$ cat config.mk
export PLATFORM = sky130hd
export DESIGN_NAME = entropy_pool_mixer_core
export DESIGN_NICKNAME = d
export VERILOG_FILES = /design/src/hdl/epm_pkg.sv /design/src/hdl/entropy_pool_mixer_core.sv
export SDC_FILE = /design/constraint.sdc
export NUM_CORES = 2
export LEC_CHECK = 0
export BUFFER_PORTS_ARGS = -buffer_cell sky130_fd_sc_hd__buf_2
export CORE_MARGIN = 4
export CORE_UTILIZATION = 50
export DETAILED_ROUTE_END_ITERATION = 7
export PLACE_DENSITY = 0.74
export SLEW_MARGIN = 30
export SYNTH_ARGS = -nofsm -noshare
export SYNTH_HDL_FRONTEND = slang
export SYNTH_SLANG_ARGS = --single-unit
$ cat constraint.sdc
create_clock -name clk -period 9.54 [get_ports clk]
set_clock_uncertainty 0.1 [all_clocks]
set_input_delay 1.908 -clock clk [delete_from_list [all_inputs] [get_ports clk]]
set_output_delay 1.908 -clock clk [all_outputs]
set_load 0.05 [all_outputs]
$ cat src/hdl/epm_pkg.sv
// ----------------------------------------------------------------------------
// Entropy pool mixer package
// Word width, mixing constants and the mixing step shared by the design.
// ----------------------------------------------------------------------------
`default_nettype none

package epm_pkg;

  localparam int unsigned WordW   = 32;
  localparam int unsigned IndexW  = 5;
  localparam int unsigned ShiftLo = 7;
  localparam int unsigned ShiftHi = 25;

  localparam logic [WordW-1:0] MixConst = 32'h9e37_79b9;

  typedef logic [WordW-1:0] word_t;

  // One chained mixing step; every term uses the old chain value.
  function automatic word_t mix_step(input word_t u, input word_t p);
    word_t t;
    t = (u ^ p) + MixConst;
    return t ^ (u << ShiftLo) ^ (u >> ShiftHi);
  endfunction

endpackage

`default_nettype wire

$ cat src/hdl/entropy_pool_mixer_core.sv
// ----------------------------------------------------------------------------
// Entropy pool mixer core
// Adds each input word into a pool held in a synchronous RAM and, when the
// pool fills, runs a chained mixing pass over every word in order.
// ----------------------------------------------------------------------------
// A plain add captures the input word in S_IDLE and loads the result register
// in S_ADD once the output is free; a new word is taken only back in S_IDLE.
// The filling word adds a mixing pass, one RAM read-modify-write per word.
// Reset: synchronous; clears the position, the FSM, the output valid and the
// per-word valid bits, so that every pool word reads as zero until written.
`default_nettype none

module entropy_pool_mixer_core #(
  parameter int unsigned POOL_WORDS = 32
) (
  input  wire logic                       clk,
  input  wire logic                       rst,
  input  wire logic                       in_valid,
  output logic                            in_ready,
  input  wire logic [epm_pkg::WordW-1:0]  entropy_word,
  output logic                            out_valid,
  input  wire logic                       out_ready,
  output logic [epm_pkg::WordW-1:0]       pool_word,
  output logic [epm_pkg::IndexW-1:0]      word_index,
  output logic                            mixed,
  output logic                            last
);

  localparam int unsigned IdxW = (POOL_WORDS > 1) ? $clog2(POOL_WORDS) : 1;
  localparam logic [IdxW-1:0] LastIdx = IdxW'(POOL_WORDS - 1);

  typedef enum logic [1:0] {
    S_IDLE,
    S_ADD,
    S_MIX
  } state_t;

  state_t state;

  logic [IdxW-1:0]      position;
  logic [IdxW-1:0]      mix_idx;
  epm_pkg::word_t       in_word;
  epm_pkg::word_t       chain;

  // Pool RAM with registered read data and per-word valid bits.
  epm_pkg::word_t       mem [POOL_WORDS];
  logic [POOL_WORDS-1:0] vld;
  epm_pkg::word_t       rdata;
  logic                 rd_vld;

  logic                 re;
  logic [IdxW-1:0]      raddr;
  logic                 we;
  logic [IdxW-1:0]      waddr;
  epm_pkg::word_t       wdata;

  logic                 out_free;
  logic                 out_load;
  epm_pkg::word_t       rd_word;
  epm_pkg::word_t       sum;
  epm_pkg::word_t       u_next;
  logic                 add_go;
  logic                 mix_go;

  assign in_ready = (state == S_IDLE);
  assign out_free = !out_valid || out_ready;
  assign rd_word  = rd_vld ? rdata : '0;
  assign sum      = rd_word + in_word;
  assign u_next   = epm_pkg::mix_step(chain, rd_word);

  // The filling add needs no output slot; a plain add and a mix step do.
  assign add_go = (state == S_ADD) && ((position == LastIdx) || out_free);
  assign mix_go = (state == S_MIX) && out_free;

  // A new result beat is loaded by a plain add or by any mix step.
  assign out_load = (add_go && (position != LastIdx)) || mix_go;

  // RAM port control.
  always_comb begin
    re    = 1'b0;
    raddr = position;
    we    = 1'b0;
    waddr = position;
    wdata = sum;
    if (state == S_IDLE && in_valid) begin
      re = 1'b1;
    end
    if (add_go) begin
      we = 1'b1;
      if (position == LastIdx) begin
        re    = 1'b1;
        raddr = '0;
      end
    end
    if (mix_go) begin
      we    = 1'b1;
      waddr = mix_idx;
      wdata = u_next;
      if (mix_idx != LastIdx) begin
        re    = 1'b1;
        raddr = mix_idx + 1'b1;
      end
    end
  end

  // Pool memory: one write and one registered read per cycle.
  always_ff @(posedge clk) begin
    if (we) begin
      mem[waddr] <= wdata;
    end
    if (re) begin
      rdata <= mem[raddr];
    end
  end

  // Valid bits: a word never written reads as zero.
  always_ff @(posedge clk) begin
    if (rst) begin
      vld    <= '0;
      rd_vld <= 1'b0;
    end else begin
      if (re) begin
        rd_vld <= vld[raddr];
      end
      if (we) begin
        vld[waddr] <= 1'b1;
      end
    end
  end

  // Sequencer with the output register.
  always_ff @(posedge clk) begin
    if (rst) begin
      state     <= S_IDLE;
      position  <= '0;
      mix_idx   <= '0;
      out_valid <= 1'b0;
    end else begin
      if (out_load) begin
        out_valid <= 1'b1;
      end else if (out_ready) begin
        out_valid <= 1'b0;
      end
      case (state)
        S_IDLE: begin
          if (in_valid) begin
            in_word <= entropy_word;
            state   <= S_ADD;
          end
        end
        S_ADD: begin
          if (add_go) begin
            if (position == LastIdx) begin
              chain   <= in_word;
              mix_idx <= '0;
              state   <= S_MIX;
            end else begin
              pool_word  <= sum;
              word_index <= epm_pkg::IndexW'(position);
              mixed      <= 1'b0;
              last       <= 1'b1;
              position   <= position + 1'b1;
              state      <= S_IDLE;
            end
          end
        end
        S_MIX: begin
          if (mix_go) begin
            pool_word  <= u_next;
            word_index <= epm_pkg::IndexW'(mix_idx);
            mixed      <= 1'b1;
            last       <= (mix_idx == LastIdx);
            chain      <= u_next;
            mix_idx    <= mix_idx + 1'b1;
            if (mix_idx == LastIdx) begin
              position <= '0;
              state    <= S_IDLE;
            end
          end
        end
        default: begin
          state <= S_IDLE;
        end
      endcase
    end
  end

`ifndef NO_ASSERTIONS
  // The RAM never sees a read and a write of the same word in one cycle.
  a_no_rw_collision: assert property (@(posedge clk) disable iff (rst)
    (we && re) |-> (waddr != raddr))
    else $error("RAM read and write collide on one address");

  // After an input beat the core does add work and is not ready in the cycle after it.
  a_one_item: assert property (@(posedge clk) disable iff (rst)
    (in_valid && in_ready) |=> !in_ready)
    else $error("input accepted while an item is still in work");

  // A plain add result is always the only and final result of its input.
  a_plain_last: assert property (@(posedge clk) disable iff (rst)
    (out_valid && !mixed) |-> last)
    else $error("plain add result without last");

  // Inside a mixing pass the next result follows a taken beat at once.
  a_mix_streams: assert property (@(posedge clk) disable iff (rst)
    (out_valid && out_ready && mixed && !last) |=> out_valid)
    else $error("mixing pass stalled with a free output register");
`endif

endmodule

`default_nettype wire

==> run_results.csv <==
group,metric,value,unit
run_status,status,"complete, no violations",
clock_network,cts-root-buf,"clkbuf_16",
synth,synth_area_per_cell,12.36,um^2
clock_network,clk_latency,0.70,ns
finish,final_area,57230,um^2
clock_network,path_clk_slew,0.06,ns
drt,dr.pass1.iters,5,
clock_network,ctsHoldBuffers,0,
drt,dr_wl_met3,16.46,mm
timing,finalSetupTns,0,ns
drt,drt_iter0_drc,4777,
clock_network,cts_buffers,113,
global_route,grt_usage,25.53,%
global_route,grt_pass1_vias,32670,
drt,wl_met2,65.69,mm
setup_path,crit_required,9.88,ns
timing,relSlewSlack,31.95,%
timing,rsz0062_at_grt,"no",
synth,netlist_area,51600,um^2
clock_network,cts_resized,0,
finish,utilization,56.01,%
finish,finalNetCount,4254,
place,dpl_cell_area,53700,um^2
synth,ys_seq_area_share,69.24,%
timing,max_freq,179.8,MHz
drt,final_antenna_net_count,0,
global_route,grt_pass1_wl,207.8,mm
place,dp_hpwl,75.04,mm
synth,synth_edf_count,1159,
power_and_ir_drop,irDropWorstVdd,159.5,uV
place,pre_cts_ws,3.402,ns
power_and_ir_drop,power_density,195.9,nW/um^2
synth,synth_nets,4247,
die,die_w,329.2,um
finish,layout_commonest_cell,"edfxtp_1",
clock_network,cts_setup_buffers,0,
setup_path,critical_path_class,"flip-flop to flip-flop",
synth,syn_inst,4173,
finish,diodes,0,
drt,via_per_inst,6.174,
place,place.port_buffers,76,
place,gp_routability_congestion,0.9153,
drt,vias,34820,
drt,drc,0,
global_route,antenna_found_initial,1,
setup_path,crit_fanout,131,
timing,worstMarginPinSlew,1.021,ns
setup_path,cp.arrival,5.90,ns
die,rows,117,
setup_path,crit_path_end_kind,"flip-flop",
clock_network,h-tree-depth,3,
timing,final-hold-violation-count,0,
power_and_ir_drop,total_leakage_power,0.01958,uW
global_route,grt_max_degree,191,
timing,fin_crit_sh,58.29,%
synth,synth_ff_type,"edfxtp_1",
timing,setup_viol,0,
worst_hold_path,hp-class,"flip-flop to flip-flop",
clock_network,cts.path.max_buffers,3,
synth,yosys_register_bits,1205,
synth,synthArstFlopShare,0,%
die,io_pins,77,
global_route,overflow,0,
die,die_h,329.2,um
drt,top_layer_used,"met4",
finish,syn2layout_area_growth,10.92,%
timing,layout_setup_ws,3.979,ns
synth,synth.distinct_cells,77,
timing,fin_crit,5.561,ns
flow_run,maxCapViolCount,0,
finish,final_cell_mix,"edfxtp_1, nand2_1, nand3_1",
drt,routedWlPerCell,25.02,um
synth,yosysWarnings,0,
timing,slew_viol_final,0,
setup_path,crit_path_start_kind,"flip-flop",
die,die_area,108400,um^2
finish,drive_above_1_share,9.693,%
drt,wl_met1,53.34,mm
die,start_util,50.50,%
clock_network,clkSinkCount,1205,
drt,wl,141.1,mm
clock_network,tritoncts,"yes",
die,core_area,102200,um^2
## where the power goes
part	switching (uW)	internal [uW]	total, uW
clock	1900	2350	4250
sequential	38.8	6020	6050
combinational	650	258	909
total	2590	8620	11200
## stage by stage
stage / cells / hold slack, ns / total power [uW]
CTS: 5635 / 0.3641 / 11220
global route: 5639 / 0.3855 / 11540
finish: 5639 / 0.3687 / 11210
detailed placement: 5429 / 0.3506 / 7050
global placement: 5428 / 0.3479 / 7025
floorplan: 4173 / 0.3318 / 6740
## critical path, stage by stage (launching register included)
cell,delay [ns]
dfxtp_1,0.61
ha_1,0.28
and3_1,0.20
ha_1,0.28
nand3b_2,0.27
o311ai_4,0.20
buf_4,0.37
buf_4,0.54
nand2_8,0.59
buf_4,0.63
a211oi_1,0.30
a311oi_1,0.08
a311oi_1,0.36
nor3_1,0.08
a31o_1,0.20
## logic make-up (layout without fill, tap and decap cells)
| kind of cell | Yosys count | in the layout | synth area share (%) |
|---|---|---|---|
| AO/OA/AOI/OAI | 520 | 520 | 7.704 |
| XOR/XNOR | 133 | 133 | 2.258 |
| adder cells (fa/ha/maj) | 38 | 38 | 0.9360 |
| buffers and inverters | 305 | 403 | 2.706 |
| flip-flops | 1205 | 1205 | 69.24 |
| multiplexers | 36 | 36 | 0.7154 |
| AND/OR/NAND/NOR | 1936 | 1936 | 16.44 |
## worst paths after layout
check | from | endpoint | slack, ns | cells past startpoint
max | position[1] | rdata[16] | 3.98 | 14
min | vld[2] | vld[2] | 0.37 | 2
max reg2reg | position[1] | rdata[16] | 3.98 | 14
min reg2reg | vld[2] | vld[2] | 0.37 | 2
## state kept, by name, indices dropped and copies added, names as in the netlist
signal and count:
in_word 32, mix_idx 5, vld 32, mixed 1
position 5, last 1, mem 1024, rdata 32
word_index 5, out_valid 1, rd_vld 1, pool_word 32
state 2, chain 32
## Yosys cell counts (13+ instances only)
master / n / share of area [%]
edfxtp_1: 1159 / 67
nand2_1: 1048 / 7.6
nand3_1: 452 / 4.4
nor2_1: 184 / 1.3
a311oi_1: 166 / 2.8
clkbuf_1: 131 / 0.95
buf_2: 111 / 1.1
and3_1: 106 / 1.3
xnor2_1: 91 / 1.5
a211oi_1: 73 / 1.1
a21oi_1: 63 / 0.61
o21ai_0: 60 / 0.58
dfxtp_1: 46 / 1.8
nor3_1: 45 / 0.44
xor2_1: 42 / 0.71
ha_1: 37 / 0.90
a311o_1: 33 / 0.64
a31o_1: 32 / 0.54
mux2i_1: 32 / 0.62
and2_1: 29 / 0.35
inv_1: 26 / 0.19
buf_4: 19 / 0.28
a21o_1: 18 / 0.26
nand4_1: 15 / 0.18
nand2b_1: 13 / 0.16
## final cells by class
| class | count | area [um^2] |
|---|---|---|
| fillers | 8082 | 44950 |
| repair buffers | 170 | 1245 |
| flip-flops and latches | 1205 | 35730 |
| well taps | 1368 | 1712 |
| clock buffers | 150 | 3018 |
| clock inverters | 56 | 426.7 |
| multi-input cells | 2663 | 15000 |
| inverters | 27 | 103.9 |
## metal layers
| layer | global-route usage (%) | up-vias |
|---|---|---|
| met3 | 4.357 | 335 |
| met1 | 35.34 | 16910 |
| met4 | 10.50 | 0 |
| met5 | 0 | - |
| li1 | - | 15400 |
| met2 | 40.46 | 2168 |
Power figures use the tool's default switching activity.
